File: src/lanc_pkg.sv
// Shared types, constants and helpers for the LMS noise canceller.
package lanc_pkg;

  // Weight format: signed 32-bit with 28 fraction bits
  localparam int WEIGHT_W    = 32;
  localparam int WEIGHT_FRAC = 28;

  // Configuration register widths
  localparam int STEP_W     = 16;
  localparam int TAPS_CFG_W = 5;
  localparam int CFG_IDX_W  = 1;
  localparam int CFG_DATA_W = 16;

  // Configuration register indexes
  localparam logic [CFG_IDX_W-1:0] CFG_STEP_SIZE   = 1'b0;
  localparam logic [CFG_IDX_W-1:0] CFG_TAPS_IN_USE = 1'b1;

  // Sequencer states
  typedef enum logic [2:0] {
    ST_IDLE,
    ST_MAC,
    ST_MAC_DRAIN,
    ST_ROUND,
    ST_ERROR,
    ST_OUTPUT,
    ST_UPDATE,
    ST_UPD_DRAIN
  } lanc_state_t;

  // Datapath controls from the sequencer
  typedef struct packed {
    logic load_in;   // latch primary sample, clear accumulator
    logic upd;       // pipeline runs the weight update, not the MAC
    logic s1;        // stage 1 holds read data
    logic s2;        // stage 2 holds a product
    logic round_en;  // round accumulator into y
    logic err_en;    // form saturated error
    logic mue_en;    // form mu * e
  } lanc_ctrl_t;

  // Saturate a 33-bit signed sum to the 32-bit weight range
  function automatic logic signed [WEIGHT_W-1:0] sat_weight(
    input logic signed [WEIGHT_W:0] v
  );
    logic signed [WEIGHT_W-1:0] r;
    if (v[WEIGHT_W] != v[WEIGHT_W-1]) begin
      r = v[WEIGHT_W] ? {1'b1, {(WEIGHT_W-1){1'b0}}} : {1'b0, {(WEIGHT_W-1){1'b1}}};
    end else begin
      r = v[WEIGHT_W-1:0];
    end
    return r;
  endfunction

endpackage

File: src/lanc_hist_ram.sv
// Reference delay line held as a ring buffer in a synchronous memory.
module lanc_hist_ram #(
  parameter int TAPS        = 16,
  parameter int SAMPLE_BITS = 16,
  localparam int IDX_W      = (TAPS > 1) ? $clog2(TAPS) : 1
) (
  input  logic                          clk,
  input  logic                          rst_n,
  input  logic                          push,
  input  logic                          clear,
  input  logic signed [SAMPLE_BITS-1:0] push_data,
  input  logic                          rd_en,
  input  logic [IDX_W-1:0]              rd_idx,
  output logic signed [SAMPLE_BITS-1:0] rd_data
);

  logic signed [SAMPLE_BITS-1:0] mem [TAPS];
  logic [TAPS-1:0]               vld_r, vld_nxt;
  logic [IDX_W-1:0]              head_r, head_nxt;
  logic [IDX_W:0]                addr_sum;
  logic [IDX_W-1:0]              rd_addr;
  logic signed [SAMPLE_BITS-1:0] q_r;
  logic                          qv_r;

  // Newest entry sits one below the old head
  assign head_nxt = (head_r == '0) ? IDX_W'(TAPS - 1) : head_r - 1'b1;

  // Logical tap j lives at head + j, wrapped
  assign addr_sum = {1'b0, head_r} + {1'b0, rd_idx};
  assign rd_addr  = (addr_sum >= (IDX_W+1)'(TAPS)) ? IDX_W'(addr_sum - (IDX_W+1)'(TAPS))
                                                   : addr_sum[IDX_W-1:0];

  always_comb begin
    vld_nxt = clear ? '0 : vld_r;
    vld_nxt[head_nxt] = 1'b1;
  end

  always_ff @(posedge clk) begin
    if (!rst_n) begin
      vld_r  <= '0;
      head_r <= '0;
    end else if (push) begin
      vld_r  <= vld_nxt;
      head_r <= head_nxt;
    end
  end

  // Memory array, one write and one registered read
  always_ff @(posedge clk) begin
    if (push) begin
      mem[head_nxt] <= push_data;
    end
    if (rd_en) begin
      q_r  <= mem[rd_addr];
      qv_r <= vld_r[rd_addr];
    end
  end

  // Entries never written since a clear read as zero
  assign rd_data = qv_r ? q_r : '0;

endmodule

File: src/lanc_weight_ram.sv
// Tap weight memory with per-entry valid bits for clearing.
module lanc_weight_ram #(
  parameter int TAPS   = 16,
  localparam int IDX_W = (TAPS > 1) ? $clog2(TAPS) : 1
) (
  input  logic                                 clk,
  input  logic                                 rst_n,
  input  logic                                 clear,
  input  logic                                 wr_en,
  input  logic [IDX_W-1:0]                     wr_idx,
  input  logic signed [lanc_pkg::WEIGHT_W-1:0] wr_data,
  input  logic                                 rd_en,
  input  logic [IDX_W-1:0]                     rd_idx,
  output logic signed [lanc_pkg::WEIGHT_W-1:0] rd_data
);

  logic signed [lanc_pkg::WEIGHT_W-1:0] mem [TAPS];
  logic [TAPS-1:0]                      vld_r;
  logic signed [lanc_pkg::WEIGHT_W-1:0] q_r;
  logic                                 qv_r;

  // Valid bits: clear at start of run, set on write
  always_ff @(posedge clk) begin
    if (!rst_n) begin
      vld_r <= '0;
    end else if (clear) begin
      vld_r <= '0;
    end else if (wr_en) begin
      vld_r[wr_idx] <= 1'b1;
    end
  end

  always_ff @(posedge clk) begin
    if (wr_en) begin
      mem[wr_idx] <= wr_data;
    end
    if (rd_en) begin
      q_r  <= mem[rd_idx];
      qv_r <= vld_r[rd_idx];
    end
  end

  assign rd_data = qv_r ? q_r : '0;

endmodule

File: src/lanc_datapath.sv
// MAC, error and weight update arithmetic; MAC and update share one multiplier.
module lanc_datapath #(
  parameter int TAPS        = 16,
  parameter int SAMPLE_BITS = 16
) (
  input  logic                                 clk,
  input  lanc_pkg::lanc_ctrl_t                 ctrl,
  input  logic [lanc_pkg::STEP_W-1:0]          step_size,
  input  logic signed [SAMPLE_BITS-1:0]        primary_sample,
  input  logic signed [lanc_pkg::WEIGHT_W-1:0] w_rd,
  input  logic signed [SAMPLE_BITS-1:0]        x_rd,
  output logic signed [SAMPLE_BITS-1:0]        err,
  output logic signed [lanc_pkg::WEIGHT_W-1:0] w_new
);

  localparam int WW         = lanc_pkg::WEIGHT_W;
  localparam int WF         = lanc_pkg::WEIGHT_FRAC;
  localparam int MUE_W      = lanc_pkg::STEP_W + 1 + SAMPLE_BITS;
  localparam int A_W        = (MUE_W > WW) ? MUE_W : WW;
  localparam int P_W        = A_W + SAMPLE_BITS;
  localparam int ACC_W      = WW + SAMPLE_BITS + $clog2(TAPS + 1);
  localparam int Y_W        = ACC_W - WF;
  localparam int D_W        = Y_W + 1;
  localparam int UPD_SHIFT  = 2 * SAMPLE_BITS - 15;

  localparam logic signed [ACC_W-1:0] ACC_RND = ACC_W'(1) << (WF - 1);
  localparam logic signed [P_W-1:0]   P_RND   = P_W'(1) << (UPD_SHIFT - 1);
  localparam logic signed [D_W-1:0]   E_MAX   = D_W'(2**(SAMPLE_BITS-1) - 1);
  localparam logic signed [D_W-1:0]   E_MIN   = D_W'(-(2**(SAMPLE_BITS-1)));

  logic signed [SAMPLE_BITS-1:0] d_r;
  logic signed [A_W-1:0]         a_op;
  logic signed [P_W-1:0]         prod_r;
  logic signed [P_W-1:0]         p_rnd;
  logic signed [ACC_W-1:0]       acc_r;
  logic signed [ACC_W-1:0]       acc_rnd;
  logic signed [Y_W-1:0]         y_r;
  logic signed [D_W-1:0]         diff;
  logic signed [SAMPLE_BITS-1:0] e_r;
  logic signed [MUE_W-1:0]       mue_r;
  logic signed [WW-1:0]          w1_r, w2_r, dw_r;
  logic signed [WW:0]            w_sum;

  // Shared multiplier: weight for the MAC, mu*e for the update
  assign a_op  = ctrl.upd ? A_W'(mue_r) : A_W'(w_rd);
  assign p_rnd = prod_r + P_RND;

  // Stage 1: product
  always_ff @(posedge clk) begin
    if (ctrl.s1) begin
      prod_r <= a_op * x_rd;
      w1_r   <= w_rd;
    end
  end

  // Stage 2: accumulate, or round the weight step
  always_ff @(posedge clk) begin
    if (ctrl.load_in) begin
      acc_r <= '0;
    end else if (ctrl.s2 && !ctrl.upd) begin
      acc_r <= acc_r + ACC_W'(prod_r);
    end
    if (ctrl.s2 && ctrl.upd) begin
      dw_r <= p_rnd[UPD_SHIFT+WW-1:UPD_SHIFT];
      w2_r <= w1_r;
    end
  end

  // Rounded filter output, then saturated error, then mu*e
  assign acc_rnd = acc_r + ACC_RND;
  assign diff    = D_W'(d_r) - D_W'(y_r);

  always_ff @(posedge clk) begin
    if (ctrl.load_in) begin
      d_r <= primary_sample;
    end
    if (ctrl.round_en) begin
      y_r <= acc_rnd[ACC_W-1:WF];
    end
    if (ctrl.err_en) begin
      if (diff > E_MAX) begin
        e_r <= E_MAX[SAMPLE_BITS-1:0];
      end else if (diff < E_MIN) begin
        e_r <= E_MIN[SAMPLE_BITS-1:0];
      end else begin
        e_r <= diff[SAMPLE_BITS-1:0];
      end
    end
    if (ctrl.mue_en) begin
      mue_r <= $signed({1'b0, step_size}) * e_r;
    end
  end

  // Stage 3: new weight, saturated
  assign w_sum = (WW+1)'(w2_r) + (WW+1)'(dw_r);
  assign w_new = lanc_pkg::sat_weight(w_sum);
  assign err   = e_r;

endmodule

File: src/lms_adaptive_noise_canceller_core.sv
// Top level: handshakes, configuration, sequencer and state memories.
//
// LMS adaptive noise canceller. Each input word carries a primary and a
// reference sample; one cleaned sample comes back per word. The delay line
// and the tap weights live in two single-port-read memories with a
// registered read. An item makes two passes over the taps in use (k): a MAC
// pass, then a read-modify-write weight update pass, both through one
// shared multiplier. The next item can be taken only once both passes and
// their pipeline fill are done. The result is loaded into an output register
// once the error is known and the register is free, and the update pass
// waits for that; the next word is taken once the update pass has drained,
// even if the result is still waiting. A start of run clears both memories
// at once through valid bits, without a separate clearing pass.
module lms_adaptive_noise_canceller_core #(
  parameter int TAPS        = 16,
  parameter int SAMPLE_BITS = 16
) (
  input  logic                                   clk,
  input  logic                                   rst_n,
  // input channel
  input  logic                                   in_valid,
  output logic                                   in_ready,
  input  logic signed [SAMPLE_BITS-1:0]          in_primary_sample,
  input  logic signed [SAMPLE_BITS-1:0]          in_reference_sample,
  input  logic                                   in_start_of_run,
  // result channel
  output logic                                   out_valid,
  input  logic                                   out_ready,
  output logic signed [SAMPLE_BITS-1:0]          out_clean_sample,
  // configuration channel
  input  logic                                   cfg_valid,
  output logic                                   cfg_ready,
  input  logic [lanc_pkg::CFG_IDX_W-1:0]         cfg_index,
  input  logic [lanc_pkg::CFG_DATA_W-1:0]        cfg_data
);

  localparam int IDX_W = (TAPS > 1) ? $clog2(TAPS) : 1;
  localparam int CNT_W = $clog2(TAPS + 1);

  lanc_pkg::lanc_state_t state_r, state_nxt;
  lanc_pkg::lanc_ctrl_t  ctrl;

  logic [lanc_pkg::STEP_W-1:0]     step_size_r;
  logic [lanc_pkg::TAPS_CFG_W-1:0] taps_r;
  logic [CNT_W-1:0]                k_r, k_nxt;
  logic [CNT_W-1:0]                cnt_r, cnt_nxt;
  logic                            v1_r, v2_r, v3_r;
  logic [IDX_W-1:0]                idx1_r, idx2_r, idx3_r;
  logic                            out_valid_r;
  logic signed [SAMPLE_BITS-1:0]   out_clean_sample_r;

  logic                            in_acc;
  logic                            issue;
  logic                            out_load;
  logic                            upd_mode;
  logic                            wr_en;
  logic signed [SAMPLE_BITS-1:0]   x_rd;
  logic signed [lanc_pkg::WEIGHT_W-1:0] w_rd, w_new;
  logic signed [SAMPLE_BITS-1:0]   err;

  assign in_acc    = in_valid && in_ready;
  assign cfg_ready = 1'b1;
  assign upd_mode  = (state_r == lanc_pkg::ST_UPDATE) || (state_r == lanc_pkg::ST_UPD_DRAIN);
  assign wr_en     = v3_r && upd_mode;

  // Effective tap count: zero acts as one, above TAPS acts as TAPS
  always_comb begin
    if (taps_r == '0) begin
      k_nxt = CNT_W'(1);
    end else if (int'(taps_r) > TAPS) begin
      k_nxt = CNT_W'(TAPS);
    end else begin
      k_nxt = CNT_W'(taps_r);
    end
  end

  // Configuration registers
  always_ff @(posedge clk) begin
    if (!rst_n) begin
      step_size_r <= lanc_pkg::STEP_W'(655);
      taps_r      <= lanc_pkg::TAPS_CFG_W'(16);
    end else if (cfg_valid && cfg_ready) begin
      case (cfg_index)
        lanc_pkg::CFG_STEP_SIZE:   step_size_r <= cfg_data[lanc_pkg::STEP_W-1:0];
        lanc_pkg::CFG_TAPS_IN_USE: taps_r      <= cfg_data[lanc_pkg::TAPS_CFG_W-1:0];
        default: ;
      endcase
    end
  end

  // Sequencer: next state and controls
  always_comb begin
    state_nxt = state_r;
    cnt_nxt   = cnt_r;
    in_ready  = 1'b0;
    issue     = 1'b0;
    out_load  = 1'b0;
    ctrl      = '0;
    ctrl.upd  = upd_mode;
    ctrl.s1   = v1_r;
    ctrl.s2   = v2_r;
    case (state_r)
      lanc_pkg::ST_IDLE: begin
        in_ready = 1'b1;
        if (in_valid) begin
          ctrl.load_in = 1'b1;
          cnt_nxt      = '0;
          state_nxt    = lanc_pkg::ST_MAC;
        end
      end
      lanc_pkg::ST_MAC: begin
        issue   = 1'b1;
        cnt_nxt = cnt_r + 1'b1;
        if (cnt_r == k_r - 1'b1) begin
          state_nxt = lanc_pkg::ST_MAC_DRAIN;
        end
      end
      lanc_pkg::ST_MAC_DRAIN: begin
        if (!v1_r && !v2_r) begin
          state_nxt = lanc_pkg::ST_ROUND;
        end
      end
      lanc_pkg::ST_ROUND: begin
        ctrl.round_en = 1'b1;
        state_nxt     = lanc_pkg::ST_ERROR;
      end
      lanc_pkg::ST_ERROR: begin
        ctrl.err_en = 1'b1;
        state_nxt   = lanc_pkg::ST_OUTPUT;
      end
      lanc_pkg::ST_OUTPUT: begin
        ctrl.mue_en = 1'b1;
        if (!out_valid_r || out_ready) begin
          out_load  = 1'b1;
          cnt_nxt   = '0;
          state_nxt = lanc_pkg::ST_UPDATE;
        end
      end
      lanc_pkg::ST_UPDATE: begin
        issue   = 1'b1;
        cnt_nxt = cnt_r + 1'b1;
        if (cnt_r == k_r - 1'b1) begin
          state_nxt = lanc_pkg::ST_UPD_DRAIN;
        end
      end
      lanc_pkg::ST_UPD_DRAIN: begin
        if (!v1_r && !v2_r && !v3_r) begin
          state_nxt = lanc_pkg::ST_IDLE;
        end
      end
      default: state_nxt = lanc_pkg::ST_IDLE;
    endcase
  end

  always_ff @(posedge clk) begin
    if (!rst_n) begin
      state_r <= lanc_pkg::ST_IDLE;
    end else begin
      state_r <= state_nxt;
    end
  end

  // Tap counter, effective tap count and read pipeline tracking
  always_ff @(posedge clk) begin
    if (!rst_n) begin
      cnt_r <= '0;
      k_r   <= CNT_W'(1);
      v1_r  <= 1'b0;
      v2_r  <= 1'b0;
      v3_r  <= 1'b0;
    end else begin
      cnt_r <= cnt_nxt;
      if (in_acc) begin
        k_r <= k_nxt;
      end
      v1_r <= issue;
      v2_r <= v1_r;
      v3_r <= v2_r;
    end
  end

  always_ff @(posedge clk) begin
    idx1_r <= cnt_r[IDX_W-1:0];
    idx2_r <= idx1_r;
    idx3_r <= idx2_r;
  end

  // Output register
  always_ff @(posedge clk) begin
    if (!rst_n) begin
      out_valid_r <= 1'b0;
    end else if (out_load) begin
      out_valid_r <= 1'b1;
    end else if (out_ready) begin
      out_valid_r <= 1'b0;
    end
  end

  always_ff @(posedge clk) begin
    if (out_load) begin
      out_clean_sample_r <= err;
    end
  end

  assign out_valid        = out_valid_r;
  assign out_clean_sample = out_clean_sample_r;

  lanc_hist_ram #(
    .TAPS        (TAPS),
    .SAMPLE_BITS (SAMPLE_BITS)
  ) u_hist (
    .clk       (clk),
    .rst_n     (rst_n),
    .push      (in_acc),
    .clear     (in_start_of_run),
    .push_data (in_reference_sample),
    .rd_en     (issue),
    .rd_idx    (cnt_r[IDX_W-1:0]),
    .rd_data   (x_rd)
  );

  lanc_weight_ram #(
    .TAPS (TAPS)
  ) u_weights (
    .clk     (clk),
    .rst_n   (rst_n),
    .clear   (in_acc && in_start_of_run),
    .wr_en   (wr_en),
    .wr_idx  (idx3_r),
    .wr_data (w_new),
    .rd_en   (issue),
    .rd_idx  (cnt_r[IDX_W-1:0]),
    .rd_data (w_rd)
  );

  lanc_datapath #(
    .TAPS        (TAPS),
    .SAMPLE_BITS (SAMPLE_BITS)
  ) u_datapath (
    .clk            (clk),
    .ctrl           (ctrl),
    .step_size      (step_size_r),
    .primary_sample (in_primary_sample),
    .w_rd           (w_rd),
    .x_rd           (x_rd),
    .err            (err),
    .w_new          (w_new)
  );

endmodule
File: config.mk
export PLATFORM = sky130hd
export DESIGN_NAME = lms_adaptive_noise_canceller_core
export DESIGN_NICKNAME = d
export VERILOG_FILES = /design/src/lanc_pkg.sv /design/src/lanc_hist_ram.sv /design/src/lanc_weight_ram.sv /design/src/lanc_datapath.sv /design/src/lms_adaptive_noise_canceller_core.sv
export SDC_FILE = /design/constraint.sdc
export NUM_CORES = 2
export LEC_CHECK = 0
export ABC_AREA = 1
export BUFFER_PORTS_ARGS = -buffer_cell sky130_fd_sc_hd__buf_2
export CORE_ASPECT_RATIO = 1.25
export CORE_MARGIN = 3
export CORE_UTILIZATION = 65
export CTS_CLUSTER_DIAMETER = 80
export DETAILED_ROUTE_END_ITERATION = 10
export HOLD_SLACK_MARGIN = 0.02
export PLACE_DENSITY = 0.91
export SLEW_MARGIN = 20
export SYNTH_ARGS = -nofsm -noshare
export SYNTH_HDL_FRONTEND = slang
export SYNTH_SLANG_ARGS = --single-unit
File: constraint.sdc
create_clock -name clk -period 18.2 [get_ports clk]
set_input_delay 0.91 -clock clk [delete_from_list [all_inputs] [get_ports clk]]
set_output_delay 0.91 -clock clk [all_outputs]
set_load 0.01 [all_outputs]
==> flow_summary.yaml <==
route:
  drt_wl_total_um: 245000
  first_iter_violations: 8667
  wl_per_cell_um: 23.9
  drtAntennaViolNets: 0
  drc: 0
  via_count: 64300
  first_pass_iters: 8
  post_drt_via_cell_ratio: 6.28
clock_network:
  cts_hold_buf: 0
  htree_levels: 3
  root_buffer: "clkbuf_16"
  clkSlewWorstSetupHoldPaths_ns: 0.07
  clk_latency_ns: 0.83
  cts_setup_buffers: 0
  ctsResizeCount: 0
  numCtsBuffers: 115
  cts_buffer_depth: 3
  cts.sinks: 1208
  cts_tree: "built"
die:
  die_h_um: 402
  io_pins: 74
  dieArea_mm2: 0.130
  die_w_um: 323
  start_util: 0.658
  core_area_mm2: 0.124
  row_count: 144
placed_design:
  placedCellCount: 10000
  hpwl_um: 169000
  portBuffers: 72
  gp_congestion: 1.03
  place_ws_ns: 10.27
critical_path:
  reg2reg_depth: 28
  crit_path_start_kind: "register"
  crit_fanout: 56
  cp-end-kind: "register"
  slowest_stage: "buf_4"
  critPathKind: "reg -> reg"
  reg2reg_slack_ns: 10.07
  r2r_start: "state_r[0]$_SDFFE_PN0P_"
  critical_path_required_ns: 18.68
  critPathMaxStageDelay_ns: 0.61
  arrival_ns: 8.61
  crit_top_cell: "nand2_1"
  reg2reg_to: "u_datapath.prod_r[38]$_DFFE_PP_"
synthesis:
  syn_area_per_cell_um2: 9.51
  netlist_area_mm2: 0.0816
  syn-num-nets: 9687
  synthFlopType: "edfxtp_1"
  synth_cells: 8575
  synth_edf_count: 1069
  async_reset_ff_frac: 0
  ys_ff_latch: 1208
  synth_warnings: 0
  seq_area_frac_synth: 0.428
  ys_types: 59
timing:
  hold_viol: 0
  clock_skew_ns: 0.114
  final-setup-viol-count: 0
  fin_hold_ws_ns: 0.328
  rsz0062_at_grt: "false"
  layout_setup_ws_ns: 10.07
  tns_ns: 0
  fin_crit_ns: 8.13
  finalCritPeriodShare: 0.447
  max_clock_freq_mhz: 123
  slew_viol_final: 0
  worst_pin_slew_ns: 1.23
  slew_headroom: 0.176
global_routing:
  grt_pass1_wl_um: 370000
  antenna_found_initial: 7
  grt_overflow: 0
  grt_pass1_vias: 64900
  grt_max_degree: 128
  grt_use_total: 0.377
hold_path:
  min_path_type: "reg -> reg"
  hp-start: "idx2_r[0]$_DFF_P_"
  holdPathStages: 0
  hold-path-endpoint: "idx3_r[0]$_DFF_P_"
layout:
  nets: 9642
  drive_above_1_share: 0.0578
  syn2layout_area_growth_pct: 7.11
  finalNonFillerCells: 10200
status:
  status: "complete, no violations"
job:
  maxCapViolations: 0
worst max-delay path, delay by kind of cell (launching register included):
family / cells / cell delay (ns)
flops: 1 / 0.53
compound gates: 3 / 0.86
simple gates: 11 / 1.48
buf+inv: 7 / 1.41
fa+ha+maj: 7 / 3.54
flip-flops by register name, indices dropped and copies added, names as in the netlist, 16 cells and up:
signal / cells
u_datapath.mue_r: 33
u_weights.mem: 512
u_weights.q_r: 32
u_hist.vld_r: 16
u_weights.vld_r: 16
u_hist.mem: 256
u_datapath.err: 16
u_datapath.w2_r: 32
out_clean_sample: 16
u_hist.q_r: 16
step_size_r: 16
u_datapath.acc_r: 53
u_datapath.prod_r: 49
u_datapath.w1_r: 32
u_datapath.d_r: 16
u_datapath.y_r: 25
u_datapath.dw_r: 32
metal layers:
| layer | share of wire | global-route usage |
|---|---|---|
| met2 | 0.47 | 0.612 |
| met4 | 0.084 | 0.260 |
| met5 | 0.00021 | 0 |
| met1 | 0.33 | 0.447 |
| met3 | 0.11 | 0.0851 |
through the flow:
step           utilization  area (um^2)
3_3_place_gp         0.674        83500
4_1_cts              0.705        87400
2_1_floorplan            -        81600
5_1_grt              0.705        87400
3_5_place_dp         0.674        83500
6_report             0.705        87400
cell usage in the layout (no fill, tap or decap), types with 16 or more instances in the layout:
master     instances
a21o_1            20
mux2_2            17
clkbuf_1          23
edfxtp_1        1069
clkinv_1          24
o221ai_1          55
a21oi_1          284
buf_4             80
buf_2             72
o21a_1            17
inv_1           1444
o21bai_1          49
o21ai_2           16
nand3_1          228
clkbuf_16        117
nor2_4            22
xor2_1           147
inv_2             36
a31oi_1           40
xnor2_1           52
nand4_1           50
nor3_1            55
ha_1             357
nand2b_1          17
or2_2             16
dfxtp_1          135
fa_1             698
nor2_1          1013
o211ai_1          20
clkinv_2          23
o21ai_0          602
nand2_1         1524
o22ai_1          139
kinds of logic (layout without fill, tap and decap cells):
family          count (synthesis)  after routing  synth area share
fa+ha+maj                    1057           1057             0.226
other cells                     1              4         0.0000460
xor+xnor                      201            201            0.0216
compound gates               1288           1288            0.0896
buf+inv                      1804           1860            0.0838
flops                        1208           1208             0.428
simple gates                 2998           2998             0.148
mux                            18             18           0.00247
synth_stat cells (all sizes together), types with 17 or more instances:
library cell	number	area, um^2
a21o	20	150
a21oi	286	1440
a31oi	40	250
buf	50	251
clkbuf	265	995
dfxtp	139	2780
edfxtp	1069	32100
fa	699	14000
ha	358	4480
inv	1483	5570
mux2	17	191
nand2	1536	5800
nand2b	17	106
nand3	232	1180
nand4	50	313
nor2	1045	3970
nor3	65	365
o211ai	20	150
o21a	17	128
o21ai	633	3230
o21bai	49	368
o221ai	55	482
o22ai	139	870
or2	17	106
xnor2	53	464
xor2	148	1300
worst max-delay path by stage:
stage	slack [ns]	start	depth (start not counted)	endpoint
final	10.07	state_r[0]$_SDFFE_PN0P_	28	u_datapath.prod_r[38]$_DFFE_PP_
after detailed placement	10.27	state_r[0]$_SDFFE_PN0P_	30	u_datapath.prod_r[38]$_DFFE_PP_
after floorplan	11.84	state_r[0]$_SDFFE_PN0P_	28	u_datapath.prod_r[47]$_DFFE_PP_
after CTS	10.24	state_r[0]$_SDFFE_PN0P_	30	u_datapath.prod_r[38]$_DFFE_PP_
after global placement	10.38	state_r[0]$_SDFFE_PN0P_	27	u_datapath.prod_r[38]$_DFFE_PP_
after global routing	9.69	state_r[0]$_SDFFE_PN0P_	30	u_datapath.prod_r[38]$_DFFE_PP_
cell type report:
type	count	area (um^2)
tap	1606	2010
clock buffer	145	3080
fill	8608	36600
clock inverter	73	758
timing repair buffer	153	972
multi-input combinational	5563	40000
sequential	1208	34900
inverter	1489	5600
antenna	3	7.51
Power is left out: the tool's default activity adds up to more than one toggle a clock period on the data nets, which glitch-free logic cannot reach.
